$ cat config.mk
export PLATFORM = sky130hd
export DESIGN_NAME = signed_triplet_to_ascii_line_unit
export DESIGN_NICKNAME = d
export VERILOG_FILES = /design/src/rtl/core/stal_pkg.sv /design/src/rtl/core/signed_triplet_to_ascii_line_unit.sv /design/src/rtl/core/stal_front.sv /design/src/rtl/core/stal_queue.sv /design/src/rtl/core/stal_back.sv
export SDC_FILE = /design/constraint.sdc
export NUM_CORES = 1
export LEC_CHECK = 0
export BUFFER_PORTS_ARGS = -buffer_cell sky130_fd_sc_hd__buf_2
export CAP_MARGIN = 5
export CORE_MARGIN = 2
export CORE_UTILIZATION = 50
export CTS_CLUSTER_SIZE = 25
export DETAILED_ROUTE_END_ITERATION = 10
export PLACE_DENSITY = 0.81
export SYNTH_ARGS = -nofsm -noshare
export SYNTH_HDL_FRONTEND = slang
export SYNTH_SLANG_ARGS = --single-unit
$ cat constraint.sdc
create_clock -name clk -period 3.2 [get_ports clk]
set_input_delay 0.64 -clock clk [delete_from_list [all_inputs] [get_ports clk]]
set_output_delay 0.64 -clock clk [all_outputs]
set_load 0.02 [all_outputs]
$ cat src/rtl/core/stal_pkg.sv
// Shared types, character codes and a helper function for the ASCII line formatter.
`default_nettype none
package stal_pkg;

	// Number of axes in one sample.
	localparam int unsigned NUM_AXES = 3;

	// Number of binary-to-BCD shift steps for a 16-bit magnitude.
	localparam int unsigned NUM_STEPS = 16;

	// ASCII codes used in a line.
	localparam logic [7:0] CH_ZERO  = 8'd48;
	localparam logic [7:0] CH_MINUS = 8'd45;
	localparam logic [7:0] CH_COMMA = 8'd44;
	localparam logic [7:0] CH_LF    = 8'd10;
	localparam logic [7:0] CH_CR    = 8'd13;

	// One axis after classification: sign, digit presence and the low three BCD digits.
	typedef struct packed {
		logic       neg;
		logic       ge100;
		logic       ge10;
		logic [3:0] d2;
		logic [3:0] d1;
		logic [3:0] d0;
	} axis_fmt_t;

	// One queued line: all three axes of a sample.
	typedef struct packed {
		axis_fmt_t [NUM_AXES-1:0] ax;
	} line_ent_t;

	// Queue status seen by the front and back parts.
	typedef struct packed {
		logic full;
		logic empty;
	} q_stat_t;

	// One double-dabble step on three BCD digits: adjust, then shift in a bit.
	// Carries out of the hundreds digit are dropped, which keeps the value mod 1000.
	function automatic logic [11:0] dd_step(input logic [11:0] bcd, input logic bit_in);
		logic [11:0] adj;
		adj = bcd;
		for (int i = 0; i < 3; i++) begin
			if (bcd[i*4 +: 4] >= 4'd5) begin
				adj[i*4 +: 4] = bcd[i*4 +: 4] + 4'd3;
			end
		end
		return {adj[10:0], bit_in};
	endfunction

endpackage
`default_nettype wire

$ cat src/rtl/core/signed_triplet_to_ascii_line_unit.sv
// Top level of the signed triplet to ASCII line formatter.
// A sample is accepted when start is high and busy is low; busy stays high while converting.
// Conversion runs one shift step per cycle on all three axes at once.
// Bytes of a line then follow at one byte per cycle, 7 to 16 bytes per line.
// A two-line queue lets conversion of the next sample overlap the output of this one.
// Reset clears the sequencers and queue; no stale byte is emitted after reset.
`default_nettype none
module signed_triplet_to_ascii_line_unit (
	input  wire logic               clk,
	input  wire logic               arst_n,
	input  wire logic               start,
	output logic                    busy,
	input  wire logic signed [15:0] axis_x,
	input  wire logic signed [15:0] axis_y,
	input  wire logic signed [15:0] axis_z,
	output logic                    char_strobe,
	output logic [7:0]              char_byte,
	output logic                    last_char
);

	stal_pkg::q_stat_t   q_stat;
	stal_pkg::line_ent_t push_ent;
	stal_pkg::line_ent_t head;
	logic                push;
	logic                pop;

	stal_front u_front (
		.clk      (clk),
		.arst_n   (arst_n),
		.start    (start),
		.busy     (busy),
		.axis_x   (axis_x),
		.axis_y   (axis_y),
		.axis_z   (axis_z),
		.q_stat   (q_stat),
		.push     (push),
		.push_ent (push_ent)
	);

	stal_queue u_queue (
		.clk      (clk),
		.arst_n   (arst_n),
		.push     (push),
		.push_ent (push_ent),
		.pop      (pop),
		.head     (head),
		.q_stat   (q_stat)
	);

	stal_back u_back (
		.clk         (clk),
		.arst_n      (arst_n),
		.head        (head),
		.q_stat      (q_stat),
		.pop         (pop),
		.char_strobe (char_strobe),
		.char_byte   (char_byte),
		.last_char   (last_char)
	);

endmodule
`default_nettype wire

$ cat src/rtl/core/stal_front.sv
// Front part: accepts a sample, splits sign and magnitude and converts to BCD digits.
`default_nettype none
module stal_front (
	input  wire logic                clk,
	input  wire logic                arst_n,
	input  wire logic                start,
	output logic                     busy,
	input  wire logic signed [15:0]  axis_x,
	input  wire logic signed [15:0]  axis_y,
	input  wire logic signed [15:0]  axis_z,
	input  wire stal_pkg::q_stat_t   q_stat,
	output logic                     push,
	output stal_pkg::line_ent_t      push_ent
);

	localparam logic [1:0] F_IDLE = 2'd0;
	localparam logic [1:0] F_CONV = 2'd1;
	localparam logic [1:0] F_DONE = 2'd2;

	logic [1:0]  state_q;
	logic [3:0]  cnt_q;
	logic        accept;
	logic [15:0] in_raw [stal_pkg::NUM_AXES];
	logic [15:0] mag    [stal_pkg::NUM_AXES];
	logic [15:0] bin_q  [stal_pkg::NUM_AXES];
	logic [11:0] bcd_q  [stal_pkg::NUM_AXES];
	logic        neg_q  [stal_pkg::NUM_AXES];
	logic        ge100_q[stal_pkg::NUM_AXES];
	logic        ge10_q [stal_pkg::NUM_AXES];

	// The part is busy while converting, or while a finished line waits for queue space.
	assign busy   = (state_q == F_CONV) || ((state_q == F_DONE) && q_stat.full);
	assign accept = start && !busy;
	assign push   = (state_q == F_DONE) && !q_stat.full;

	assign in_raw[0] = axis_x;
	assign in_raw[1] = axis_y;
	assign in_raw[2] = axis_z;

	// Magnitude of each axis; the most negative value maps to 0x8000.
	always_comb begin
		for (int i = 0; i < stal_pkg::NUM_AXES; i++) begin
			mag[i] = in_raw[i][15] ? (16'd0 - in_raw[i]) : in_raw[i];
		end
	end

	// Sequencer for the shared shift steps of all three lanes.
	always_ff @(posedge clk or negedge arst_n) begin
		if (!arst_n) begin
			state_q <= F_IDLE;
			cnt_q   <= 4'd0;
		end else begin
			case (state_q)
				F_IDLE: begin
					if (accept) begin
						state_q <= F_CONV;
						cnt_q   <= 4'd1;
					end
				end
				F_CONV: begin
					cnt_q <= cnt_q + 4'd1;
					if (cnt_q == 4'(stal_pkg::NUM_STEPS - 1)) begin
						state_q <= F_DONE;
					end
				end
				F_DONE: begin
					if (accept) begin
						state_q <= F_CONV;
						cnt_q   <= 4'd1;
					end else if (push) begin
						state_q <= F_IDLE;
					end
				end
				default: begin
					state_q <= F_IDLE;
				end
			endcase
		end
	end

	// Lane datapath: load performs the first shift step, then one step per cycle.
	always_ff @(posedge clk) begin
		for (int i = 0; i < stal_pkg::NUM_AXES; i++) begin
			if (accept) begin
				neg_q[i]   <= in_raw[i][15];
				ge100_q[i] <= (mag[i] >= 16'd100);
				ge10_q[i]  <= (mag[i] >= 16'd10);
				bcd_q[i]   <= {11'd0, mag[i][15]};
				bin_q[i]   <= {mag[i][14:0], 1'b0};
			end else if (state_q == F_CONV) begin
				bcd_q[i] <= stal_pkg::dd_step(bcd_q[i], bin_q[i][15]);
				bin_q[i] <= {bin_q[i][14:0], 1'b0};
			end
		end
	end

	// Pack the classified axes into a queue entry.
	always_comb begin
		for (int i = 0; i < stal_pkg::NUM_AXES; i++) begin
			push_ent.ax[i].neg   = neg_q[i];
			push_ent.ax[i].ge100 = ge100_q[i];
			push_ent.ax[i].ge10  = ge10_q[i];
			push_ent.ax[i].d2    = bcd_q[i][11:8];
			push_ent.ax[i].d1    = bcd_q[i][7:4];
			push_ent.ax[i].d0    = bcd_q[i][3:0];
		end
	end

endmodule
`default_nettype wire

$ cat src/rtl/core/stal_queue.sv
// Two-entry queue of converted lines between the front and back parts.
`default_nettype none
module stal_queue (
	input  wire logic                clk,
	input  wire logic                arst_n,
	input  wire logic                push,
	input  wire stal_pkg::line_ent_t push_ent,
	input  wire logic                pop,
	output stal_pkg::line_ent_t      head,
	output stal_pkg::q_stat_t        q_stat
);

	stal_pkg::line_ent_t mem_q [2];
	logic       wr_q;
	logic       rd_q;
	logic [1:0] cnt_q;
	logic       do_push;
	logic       do_pop;

	assign q_stat.full  = (cnt_q == 2'd2);
	assign q_stat.empty = (cnt_q == 2'd0);
	assign do_push      = push && !q_stat.full;
	assign do_pop       = pop && !q_stat.empty;
	assign head         = mem_q[rd_q];

	// Pointers and fill count.
	always_ff @(posedge clk or negedge arst_n) begin
		if (!arst_n) begin
			wr_q  <= 1'b0;
			rd_q  <= 1'b0;
			cnt_q <= 2'd0;
		end else begin
			if (do_push) begin
				wr_q <= ~wr_q;
			end
			if (do_pop) begin
				rd_q <= ~rd_q;
			end
			if (do_push && !do_pop) begin
				cnt_q <= cnt_q + 2'd1;
			end else if (do_pop && !do_push) begin
				cnt_q <= cnt_q - 2'd1;
			end
		end
	end

	// Entry storage.
	always_ff @(posedge clk) begin
		if (do_push) begin
			mem_q[wr_q] <= push_ent;
		end
	end

endmodule
`default_nettype wire

$ cat src/rtl/core/stal_back.sv
// Back part: walks a queued line and emits one ASCII beat per cycle while a line is in progress.
`default_nettype none
module stal_back (
	input  wire logic                clk,
	input  wire logic                arst_n,
	input  wire stal_pkg::line_ent_t head,
	input  wire stal_pkg::q_stat_t   q_stat,
	output logic                     pop,
	output logic                     char_strobe,
	output logic [7:0]               char_byte,
	output logic                     last_char
);

	localparam logic [2:0] P_IDLE = 3'd0;
	localparam logic [2:0] P_SIGN = 3'd1;
	localparam logic [2:0] P_D2   = 3'd2;
	localparam logic [2:0] P_D1   = 3'd3;
	localparam logic [2:0] P_D0   = 3'd4;
	localparam logic [2:0] P_SEP  = 3'd5;
	localparam logic [2:0] P_CR   = 3'd6;

	logic [2:0]          phase_q;
	logic [1:0]          axis_q;
	stal_pkg::line_ent_t cur_q;
	stal_pkg::axis_fmt_t cur_ax;
	stal_pkg::axis_fmt_t nxt_ax;
	logic [2:0]          phase_d;
	logic [1:0]          axis_d;
	logic [7:0]          byte_d;
	logic                strobe_q;
	logic [7:0]          char_q;
	logic                last_q;

	// First phase of an axis, skipping the absent sign and leading digits.
	function automatic logic [2:0] first_phase(input stal_pkg::axis_fmt_t a);
		if (a.neg) begin
			return P_SIGN;
		end else if (a.ge100) begin
			return P_D2;
		end else if (a.ge10) begin
			return P_D1;
		end
		return P_D0;
	endfunction

	// Current and following axis of the line being emitted.
	always_comb begin
		case (axis_q)
			2'd0: begin
				cur_ax = cur_q.ax[0];
				nxt_ax = cur_q.ax[1];
			end
			2'd1: begin
				cur_ax = cur_q.ax[1];
				nxt_ax = cur_q.ax[2];
			end
			default: begin
				cur_ax = cur_q.ax[2];
				nxt_ax = cur_q.ax[2];
			end
		endcase
	end

	// A new line is taken from the queue when idle or on the closing carriage return.
	assign pop = ((phase_q == P_IDLE) || (phase_q == P_CR)) && !q_stat.empty;

	// Next phase and axis.
	always_comb begin
		phase_d = phase_q;
		axis_d  = axis_q;
		case (phase_q)
			P_IDLE, P_CR: begin
				if (pop) begin
					phase_d = first_phase(head.ax[0]);
					axis_d  = 2'd0;
				end else begin
					phase_d = P_IDLE;
				end
			end
			P_SIGN: begin
				if (cur_ax.ge100) begin
					phase_d = P_D2;
				end else if (cur_ax.ge10) begin
					phase_d = P_D1;
				end else begin
					phase_d = P_D0;
				end
			end
			P_D2: begin
				phase_d = P_D1;
			end
			P_D1: begin
				phase_d = P_D0;
			end
			P_D0: begin
				phase_d = P_SEP;
			end
			P_SEP: begin
				if (axis_q == 2'(stal_pkg::NUM_AXES - 1)) begin
					phase_d = P_CR;
				end else begin
					phase_d = first_phase(nxt_ax);
					axis_d  = axis_q + 2'd1;
				end
			end
			default: begin
				phase_d = P_IDLE;
			end
		endcase
	end

	// Character for the current phase.
	always_comb begin
		case (phase_q)
			P_SIGN:  byte_d = stal_pkg::CH_MINUS;
			P_D2:    byte_d = stal_pkg::CH_ZERO + {4'd0, cur_ax.d2};
			P_D1:    byte_d = stal_pkg::CH_ZERO + {4'd0, cur_ax.d1};
			P_D0:    byte_d = stal_pkg::CH_ZERO + {4'd0, cur_ax.d0};
			P_SEP:   byte_d = (axis_q == 2'(stal_pkg::NUM_AXES - 1)) ?
					stal_pkg::CH_LF : stal_pkg::CH_COMMA;
			P_CR:    byte_d = stal_pkg::CH_CR;
			default: byte_d = stal_pkg::CH_CR;
		endcase
	end

	// Sequencer state and output strobe.
	always_ff @(posedge clk or negedge arst_n) begin
		if (!arst_n) begin
			phase_q  <= P_IDLE;
			axis_q   <= 2'd0;
			strobe_q <= 1'b0;
		end else begin
			phase_q  <= phase_d;
			axis_q   <= axis_d;
			strobe_q <= (phase_q != P_IDLE);
		end
	end

	// Working copy of the line and the output payload register.
	always_ff @(posedge clk) begin
		if (pop) begin
			cur_q <= head;
		end
		if (phase_q != P_IDLE) begin
			char_q <= byte_d;
			last_q <= (phase_q == P_CR);
		end
	end

	assign char_strobe = strobe_q;
	assign char_byte   = char_q;
	assign last_char   = last_q;

endmodule
`default_nettype wire

==> results of run 1 <==
[cell families after synthesis]
family          count (synthesis)  share of synthesized area [%]
compound gates                198                           10.3
flops                         247                           62.5
xor+xnor                       62                           4.63
other cells                     1                         0.0320
mux                            55                           5.19
buf+inv                        91                           3.14
fa+ha+maj                      26                           2.77
simple gates                  287                           11.4
[through the flow]
step	std cells	area (µm²)	hold slack, ns	setup WS [ns]	power [W]
after floorplan	968	11700	0.344	0.150	0.00832
after global placement	1312	12400	0.424	0.123	0.00920
after detailed placement	1312	12400	0.439	0.0918	0.00941
after CTS	1358	13300	0.0238	0.509	0.0125
after global routing	1358	13300	0.0618	0.423	0.0131
final	1358	13300	0.0369	0.549	0.0124
[metal layers]
layer | vias to the layer above | share of wire, %
met5 | - | 0
met4 | 0 | 1.9
met3 | 32 | 5.3
met2 | 218 | 48
met1 | 3647 | 45
li1 | 3649 | -
[area by class of cell]
class | instances | area, µm²
repair buffers | 77 | 468
flip-flops and latches | 247 | 7330
inverters | 39 | 146
fillers | 1904 | 10000
clock inverters | 13 | 180
clock buffers | 33 | 676
well taps | 319 | 399
multi-input cells | 630 | 4060
[power by group through the flow]
stage                     Clock [W]  Combinational [W]  Sequential, W
final                       0.00301            0.00361        0.00579
after floorplan                   0            0.00272        0.00560
after global placement            0            0.00341        0.00579
after detailed placement          0            0.00357        0.00584
after CTS                   0.00307            0.00363        0.00579
after global routing        0.00317            0.00406        0.00592
[worst paths after layout]
check / start / end / slack [ns] / depth (start not counted)
max in group asynchronous: arst_n / u_queue.rd_q / 2.84 / 1
min: arst_n / u_queue.cnt_q[0] / 0.04 / 1
max reg2reg: u_back.axis_q[0] / u_back.char_byte[0] / 0.60 / 6
max: u_front.state_q[1] / busy / 0.55 / 4
min in group clk: axis_z[0] / u_front.bin_q[2][0] / 0.43 / 3
min reg2reg: u_front.neg_q[0][2] / u_queue.mem_q[0][44] / 0.44 / 0
[critical path, stage by stage, from the launching register on]
cell      delay (ns)
dfrtp_1         0.40
nand2b_2        0.22
buf_4           0.57
nand2_1         0.09
buf_2           0.19
[flip-flops by register name, summed over array words and instances, names as in the netlist, 4 cells and up]
register / flops
u_front.cnt_q: 4
u_front.bcd_q: 36
u_back.cur_q: 44
u_back.char_byte: 6
u_front.bin_q: 45
u_queue.mem_q: 90
[cells in the final DEF, fill, tap and decap left out, types with 6 or more instances in the layout]
master	instances
nand2_1	99
nand2b_1	18
or4_1	8
nor3_1	20
xnor2_1	23
o21ai_0	64
nand3_1	13
a22oi_1	6
buf_2	59
mux2_2	46
o22ai_1	6
o31ai_1	9
dfrtp_1	15
nor2_1	77
clkbuf_16	25
nor2b_1	10
xor2_1	39
ha_1	26
or3_1	10
a21oi_1	64
mux2i_1	9
inv_1	38
nand4_1	11
edfxtp_1	230
buf_4	15
clkbuf_1	6
a221o_1	6
==> metrics.txt, run 1 <==
Worst-Skew Late Latency 0.53 ns; layout cells sized above 1 between 15 and 20%; Comb power frac 29.1%; Ports 62; kind of critical path register to primary output; Total GRT Usage 17.6%; post-synth cell types 63; Synth Cell Area 0.0117 mm²; top-count cell post-synth edfxtp_1; H-tree depth 1; drt first-iter violations 500; routing usage on met1 between 20% and 30%; # resized after CTS 0; num rows 56; Tcrit/Tclk final 82.8%; Sink Count 247; Worst-Margin Slew 0.849 ns; Synth area leaders edfxtp_1, mux2_2, dfrtp_1; Synth top cells by count edfxtp_1, nand2_1, nor2_1; peak supply drop ~0.00056 V; Crit Path Max Fanout 63; # diodes 0; Reg clk slew, reported paths 0.06 ns; final WL 21.6 mm; gpl congestion 0.892; Die W approximately 160 µm; P per Cell Area 936 mW/mm²; sequential area share after synthesis ~62%; Psw just over 0.004 W; Detailed Routing Iterations Pass 1 5; Clock power frac between 20% and 30%; hold buffer count at CTS 0; largest net degree at the start of global routing 81; die height about 160 µm; Total Neg Setup Slack 0 ns; crit start category register; Synth Instances 967; initial core utilization 50.4%; Leak 4.83 nW; initial antenna violation count 0; Root Driver clkbuf_16; Max-slew headroom 43.2%; Area Overhead vs Synth 13.1%; Synth area leader edfxtp_1; DP HPWL 14.2 mm; Post-synth ARST share 6.48%; Setup Fix Bufs, Post-CTS 0; leading register cell type out of synthesis edfxtp_1; post-synthesis average cell area 12.1 µm²; Max Slew Vio Count 0; Max-Cap Viols 0; DR WL/cell 15.9 µm; CP required about 2.6 ns; vias in the first global route 7089; die area roughly 0.025 mm²; switch share 33.1%; GRT overflow 0; WP data arrival 2.01 ns; Final Hold Vio Count 0; Seq cells post-synth 247; P_int 0.00830 W; Period minus WS final 2.65 ns; Max Freq 0.377 GHz; Syn. warnings 0; Flop pwr share between 40% and 50%; Worst Clk Skew 0.0169 ns; met3 usage 2.78%; CTS Buf Count 25; Util after Layout 57.0%; Vias roughly 7500; vias per std cell 5.56; critical path capture point type primary output; gr busiest metal met2; CTS tree built; Hold Path Class input port to asynchronous set/reset pin; GRT met2 Usage slightly below 30%; global-route wire length before repair around 35 mm; CORE AREA 0.0233 mm²; unrepaired setup endpoints after global routing false; final net count about 1100; buffers added on ports 59; remaining routing DRC violations 0; top-area cell type share of the netlist area 58.9%; Post-synth EDFFs 230; status finished clean; Final Setup Violations 0; antenna violation net count after detailed routing 0; Clock Path Buffers 3
Power figures use the tool's default switching activity.
==> run 2: changes to the inputs <==
--- a/config.mk
+++ b/config.mk
@@ -5,13 +5,14 @@
 export SDC_FILE = /design/constraint.sdc
 export NUM_CORES = 1
 export LEC_CHECK = 0
+export ABC_AREA = 1
 export BUFFER_PORTS_ARGS = -buffer_cell sky130_fd_sc_hd__buf_2
 export CAP_MARGIN = 5
 export CORE_MARGIN = 2
 export CORE_UTILIZATION = 50
 export CTS_CLUSTER_SIZE = 25
 export DETAILED_ROUTE_END_ITERATION = 10
-export PLACE_DENSITY = 0.81
+export PLACE_DENSITY = 0.78
 export SYNTH_ARGS = -nofsm -noshare
 export SYNTH_HDL_FRONTEND = slang
 export SYNTH_SLANG_ARGS = --single-unit
==> constraint.sdc (replaced) <==
create_clock -name clk -period 2.7 [get_ports clk]
set_input_delay 0.54 -clock clk [delete_from_list [all_inputs] [get_ports clk]]
set_output_delay 0.54 -clock clk [all_outputs]
set_load 0.02 [all_outputs]
==> run 2 against run 1 <==
- final cell count grew 19%
- area after synthesis rose by 0.87%
- worst setup slack worse by 0.15 ns
- non-clock buffer count decreased by 7
- wire length up 6.5%
- die area increased by 0.85%
- clock-buffer cell count fell by 1
- sequential share of layout area decreased by 0.051 points
- first-iteration DRC count grew 20%
- clock power is 6% higher
- combinational power rose by 29%
- critical path type unchanged
- critical endpoint unchanged
- highest routed layer unchanged
==> metrics.txt, run 2 <==
num rows 56 (unchanged); hold path cells 3; top-area cell type share of the netlist area 58.4% (-0.51 points); hold buffer count at CTS 1 (+1); peak supply drop 0.000556 V (-1.4%); commonest cells after routing, fill and taps aside nand2_1, edfxtp_1, inv_1; Worst-Margin Slew 0.754 ns (-0.0957 ns); Largest regs u_queue.mem_q: 90 flops, u_front.bin_q: 45 flops, u_back.cur_q: 44 flops; critical path capture point type primary output; filler cell count in the final layout 1941 (+1.9%); unrepaired setup endpoints after global routing false; Setup Fix Bufs, Post-CTS 0 (unchanged); Final Setup Violations 0 (unchanged); Synth top cells by count nand2_1, edfxtp_1, inv_1; Period minus WS final 2.30 ns; P per Cell Area 1110 mW/mm² (+19%); Worst R2R Setup Slack 0.47 ns (-0.13 ns); Worst-Skew Late Latency 0.53 ns (about the same); Seq cells post-synth 247 (unchanged); Util after Layout 56.9% (-0.13 points); Ports 62 (unchanged); antenna violation net count after detailed routing 0 (unchanged); Post-synth ARST share 6.48% (unchanged); drt first-iter violations 602 (+20%); die area 0.0249 mm² (+0.85%); Max-slew headroom 49.6% (+6.4 points); remaining routing DRC violations 0 (unchanged); status finished clean; H-tree depth 1 (unchanged); initial core utilization 50.7% (+0.29 points); Synth Cell Area 0.0118 mm² (+0.87%); Synth Instances 1213 (+25%); number of flip-flops in the largest register 90 (unchanged); Reg clk slew, reported paths 0.06 ns (about the same); Tcrit/Tclk final 85.3%; vias in the first global route 7835 (+11%); Clock Path Buffers 3 (unchanged); Total Neg Setup Slack 0 ns (unchanged); final net count 1353 (+23%); Max-Cap Viols 0 (unchanged); leading register cell type out of synthesis edfxtp_1; vias per std cell 5.22 (-6.1%); total power 0.0147 W (+19%); commonest non-fill, non-tap cell in the layout nand2_1; Synth area leader edfxtp_1; gr busiest metal met2; Sink Count 247 (unchanged); layout cells sized above 1 9.74% (-6.9 points); WP data arrival 1.76 ns (-0.25 ns); final WL 23.0 mm (+6.5%); buffers added on ports 59 (unchanged); Area Overhead vs Synth 12.2%; Final Hold Vio Count 0 (unchanged); Max Slew Vio Count 0 (unchanged); post-synth cell types 46 (-27%); CTS tree built; global-route wire length before repair 37.9 mm (+8.0%); largest net degree at the start of global routing 69 (-15%); DP HPWL 15.8 mm (+11%); Detailed Routing Iterations Pass 1 5 (unchanged); Die W 158 µm (+0.43%); routing usage on met1 25.7% (+1.0 points); r2r worst-path depth 6 (unchanged); CP required 2.16 ns (-0.40 ns); GRT overflow 0 (unchanged); Root Driver clkbuf_16; Crit Path Max Fanout 3 (-95%); Syn. warnings 0 (unchanged); Most flops, register u_queue.mem_q; DR WL/cell 14.2 µm (-10%); Leak 5.63 nW (+16%); worst reg2reg endpoint u_back.cur_q[2]; GRT met2 Usage 32.5% (+3.6 points); Hold Path Class input port to register; hold worst-path end u_front.bin_q[2][0]; # resized after CTS 0 (unchanged); gpl congestion 0.876 (-1.8%); CTS Buf Count 26 (+4.0%); Worst Clk Skew 0.0178 ns (+0.000894 ns); CORE AREA 0.0233 mm² (+0.30%); hold_sp axis_z[0]; initial antenna violation count 1 (+1); met3 usage 2.30% (-0.48 points); die height 158 µm (+0.43%); Synth area leaders edfxtp_1, nand2_1, inv_1; post-synthesis average cell area 9.75 µm² (-20%); top-count cell post-synth nand2_1; Total GRT Usage 19.0% (+1.5 points); sequential area share after synthesis 61.9% (-0.54 points); kind of critical path register to primary output; crit start category register; Post-synth EDFFs 230 (unchanged); Max Freq 0.434 GHz; reg2reg start u_back.phase_q[2]; Vias 8420 (+12%)
[run 2: final cells by class]
| type | count | area [µm²] | area share, % |
|---|---|---|---|
| clock inverters | 14 | 87.6 | 0.660 |
| multi-input cells | 803 | 3870 | 29.1 |
| well taps | 319 | 399 | 3.01 |
| inverters | 128 | 483 | 3.64 |
| repair buffers | 70 | 430 | 3.24 |
| clock buffers | 32 | 673 | 5.07 |
| flip-flops and latches | 247 | 7330 | 55.2 |
| diodes | 1 | 2.50 | 0.0189 |
[run 2: cells by family after synthesis]
family,count (synthesis),share of synthesized area (%)
adder cells (fa/ha/maj),26,2.75
buffers and inverters,164,5.60
other,1,0.0317
flip-flops,247,61.9
multiplexers,1,0.0846
AND/OR/NAND/NOR,623,21.9
XOR/XNOR,12,0.889
AO/OA/AOI/OAI,139,6.80
[run 2: worst max-delay path, stage by stage (launching register included)]
cell and delay [ns]:
dfrtp_1 0.46, inv_2 0.07, nor2_1 0.27, nand3_2 0.18
nand2_1 0.11, buf_2 0.16
[run 2: worst max-delay path by stage]
stage                                  start                   to  slack [ns]
after floorplan           u_front.state_q[1]  u_queue.mem_q[1][0]        0.26
after global placement     u_back.phase_q[2]     u_back.cur_q[21]        0.51
after detailed placement   u_back.phase_q[2]      u_back.cur_q[0]        0.46
after CTS                 u_front.state_q[1]                 busy        0.39
after global routing        u_back.axis_q[1]  u_back.char_byte[0]        0.25
final                     u_front.state_q[1]                 busy        0.40
[run 2: per-stage QoR]
stage | setup slack, ns | hold WS [ns] | std cells | cell area [µm²]
3_5_place_dp | 0.464 | 0.438 | 1566 | 12500
5_1_grt | 0.252 | 0.380 | 1613 | 13300
4_1_cts | 0.395 | 0.351 | 1613 | 13300
6_report | 0.397 | 0.361 | 1614 | 13300
2_1_floorplan | 0.263 | 0.244 | 1214 | 11800
3_3_place_gp | 0.510 | 0.426 | 1566 | 12500
[run 2: report_power, final]
part           total, W  leakage [nW]  switching [W]  internal [W]
combinational   0.00465          2.86        0.00315       0.00150
sequential      0.00691          2.39       0.000754       0.00615
clock           0.00319         0.375        0.00141       0.00178
[run 2: routing by layer]
metal,up-vias,routed length (µm)
met1,3906,10000
met4,0,475
met2,266,11200
li1,4209,-
met3,39,1300
met5,-,0
==> run 3: changes to the inputs <==
--- a/config.mk
+++ b/config.mk
@@ -9,10 +9,10 @@
 export BUFFER_PORTS_ARGS = -buffer_cell sky130_fd_sc_hd__buf_2
 export CAP_MARGIN = 5
 export CORE_MARGIN = 2
-export CORE_UTILIZATION = 50
+export CORE_UTILIZATION = 35
 export CTS_CLUSTER_SIZE = 25
 export DETAILED_ROUTE_END_ITERATION = 10
-export PLACE_DENSITY = 0.78
+export PLACE_DENSITY = 0.62
 export SYNTH_ARGS = -nofsm -noshare
 export SYNTH_HDL_FRONTEND = slang
 export SYNTH_SLANG_ARGS = --single-unit
==> run 3 against run 2 <==
- flip-flop and latch count is the same
- utilization shrank 16 points
- sequential power is essentially flat
- first-iteration DRC count shrank 8.8%
- global-route usage shrank 5.3 points
- critical path type unchanged
- via count shrank 2.3%
- power grew 5.0%
- clock power grew 23%
- final cell count grew 8.2%
- wire length grew 4.6%
- cell area grew 2.7%
==> metrics.txt, run 3 (synthesis results as in run 2) <==
Cells after DPL 1696 (+8.3%); Max Slew Vio Count 0 (unchanged); drt first-iter violations 549 (-8.8%); # diodes 0 (-1); Worst Clk Skew 0.0191 ns (+0.00122 ns); CP required 2.16 ns (about the same); Detailed Routing Iterations Pass 1 5 (unchanged); reg2reg start u_back.phase_q[2]; status finished clean; Die W 188 µm (+19%); Max-slew headroom 51.2% (+1.6 points); Area Overhead vs Synth 15.2%; WP data arrival 1.79 ns (+0.03 ns); Max Freq 0.429 GHz (-1.1%); DP HPWL 16.4 mm (+4.1%); gpl congestion 0.871 (-0.62%); vias in the first global route 7963 (+1.6%); final WL 24.1 mm (+4.6%); Period minus WS final 2.33 ns (+0.0255 ns); Reg clk slew, reported paths 0.06 ns (about the same); Worst-Margin Slew 0.726 ns (-0.0273 ns); GRT met2 Usage 23.0% (-9.5 points); Clock Path Buffers 3 (unchanged); final net count 1355 (+0.15%); Max-Cap Viols 0 (unchanged); Total Neg Setup Slack 0 ns (unchanged); initial antenna violation count 0 (-1); CP max stage cell dfrtp_1; Final Hold Vio Count 0 (unchanged); Setup Fix Bufs, Post-CTS 0 (unchanged); met3 usage 2.08% (-0.22 points); Largest regs u_queue.mem_q: 90 flops, u_front.bin_q: 45 flops, u_back.cur_q: 44 flops; initial core utilization 35.4% (-15 points); Worst R2R Setup Slack 0.51 ns (+0.04 ns); hold_sp axis_z[0]; # resized after CTS 0 (unchanged); die height 188 µm (+19%); GRT overflow 0 (unchanged); CORE AREA 0.0334 mm² (+43%); critical path capture point type primary output; Most flops, register u_queue.mem_q; routing usage on met1 19.1% (-6.6 points); hold buffer count at CTS 1 (unchanged); gr busiest metal met2; kind of critical path register to primary output; CTS tree built; crit start category register; vias per std cell 4.71 (-9.8%); Cell Count, Final, Fillers Out 1747 (+8.2%); layout cells sized above 1 10.2% (+0.42 points); Crit Path Max Fanout 3 (unchanged); unrepaired setup endpoints after global routing false; largest net degree at the start of global routing 75 (+8.7%); number of flip-flops in the largest register 90 (unchanged); largest stage delay on the critical path 0.45 ns (about the same); H-tree depth 1 (unchanged); die area 0.0353 mm² (+42%); Root Driver clkbuf_16; antenna violation net count after detailed routing 0 (unchanged); DR WL/cell 13.8 µm (-3.3%); num rows 67 (+20%); commonest cells after routing, fill and taps aside nand2_1, edfxtp_1, inv_1; Vias 8223 (-2.3%); Hold Path Class input port to register; hold path cells 3 (unchanged); commonest non-fill, non-tap cell in the layout nand2_1; peak supply drop 0.000540 V (-3.0%); worst reg2reg endpoint u_queue.cnt_q[1]; Tcrit/Tclk final 86.3% (+0.95 points); remaining routing DRC violations 0 (unchanged); P per Cell Area 1140 mW/mm² (+2.2%); r2r worst-path depth 8 (+2); Worst-Skew Late Latency 0.54 ns (about the same); Sink Count 247 (unchanged); hold worst-path end u_front.bin_q[2][0]; buffers added on ports 59 (unchanged); Final Setup Violations 0 (unchanged); crit-path cells inv_2 > nor2_1 > nand3_2 > nand2_1 > buf_2; Ports 62 (unchanged); global-route wire length before repair 40.0 mm (+5.5%); CTS Buf Count 27 (+3.8%); Leak 5.72 nW (+1.6%); Total GRT Usage 13.8% (-5.3 points)
==> run 3: cell count changes in the layout (fill, tap and decap cells not counted), sizes merged <==
cell,change
bufinv,+6
clkbuf,-3
buf,+1
clkinvlp,+1
diode,-1
==> run 3: how the worst max path moves through the flow <==
stage,to,slack [ns],startpoint,depth (start not counted)
after global routing,busy,0.25,u_front.state_q[1],5
final,busy,0.37,u_front.state_q[1],5
after global placement,u_queue.cnt_q[1],0.43,u_back.phase_q[2],8
after CTS,busy,0.33,u_front.state_q[1],5
after floorplan,u_queue.mem_q[1][0],0.26,u_front.state_q[1],4
after detailed placement,u_queue.cnt_q[1],0.46,u_back.phase_q[2],8
==> run 3: critical path, delay by kind of cell (launching register included) <==
family | cells | cell delay (ns)
flops | 1 | 0.45
buf+inv | 2 | 0.24
simple gates | 3 | 0.56
==> run 3: power by group <==
part | internal [W] | total, W | switching, W
sequential | 0.00615 | 0.00688 | 0.000724
clock | 0.00241 | 0.00391 | 0.00149
combinational | 0.00151 | 0.00470 | 0.00319
total | 0.0101 | 0.0155 | 0.00541
==> run 3: area by class of cell <==
class	count	area, µm²
Inverter	128	483
Tap cell	448	561
Multi-Input combinational cell	803	3870
Timing Repair Buffer	71	438
Clock inverter	21	272
Fill cell	3255	19800
Clock buffer	29	683
Sequential cell	247	7330
==> run 3: layer usage <==
metal | share of wire, % | wire length [µm] | up-vias
li1 | - | - | 4212
met1 | 49 | 11700 | 3848
met2 | 47 | 11300 | 138
met3 | 3.5 | 839 | 25
met4 | 1.1 | 269 | 0
met5 | 0 | 0 | -
==> run 3: through the flow <==
stage          cell area (µm²)  utilization, %  worst slack, ns  hold slack (ns)  total power [W]
6_report                 13600            40.7            0.371            0.336           0.0155
5_1_grt                  13600            40.7            0.249            0.352           0.0166
4_1_cts                  13600            40.7            0.332            0.321           0.0157
3_5_place_dp             12700            37.9            0.457            0.434           0.0117
3_3_place_gp             12700            37.9            0.429            0.430           0.0116
2_1_floorplan            11800               -            0.263            0.244           0.0102
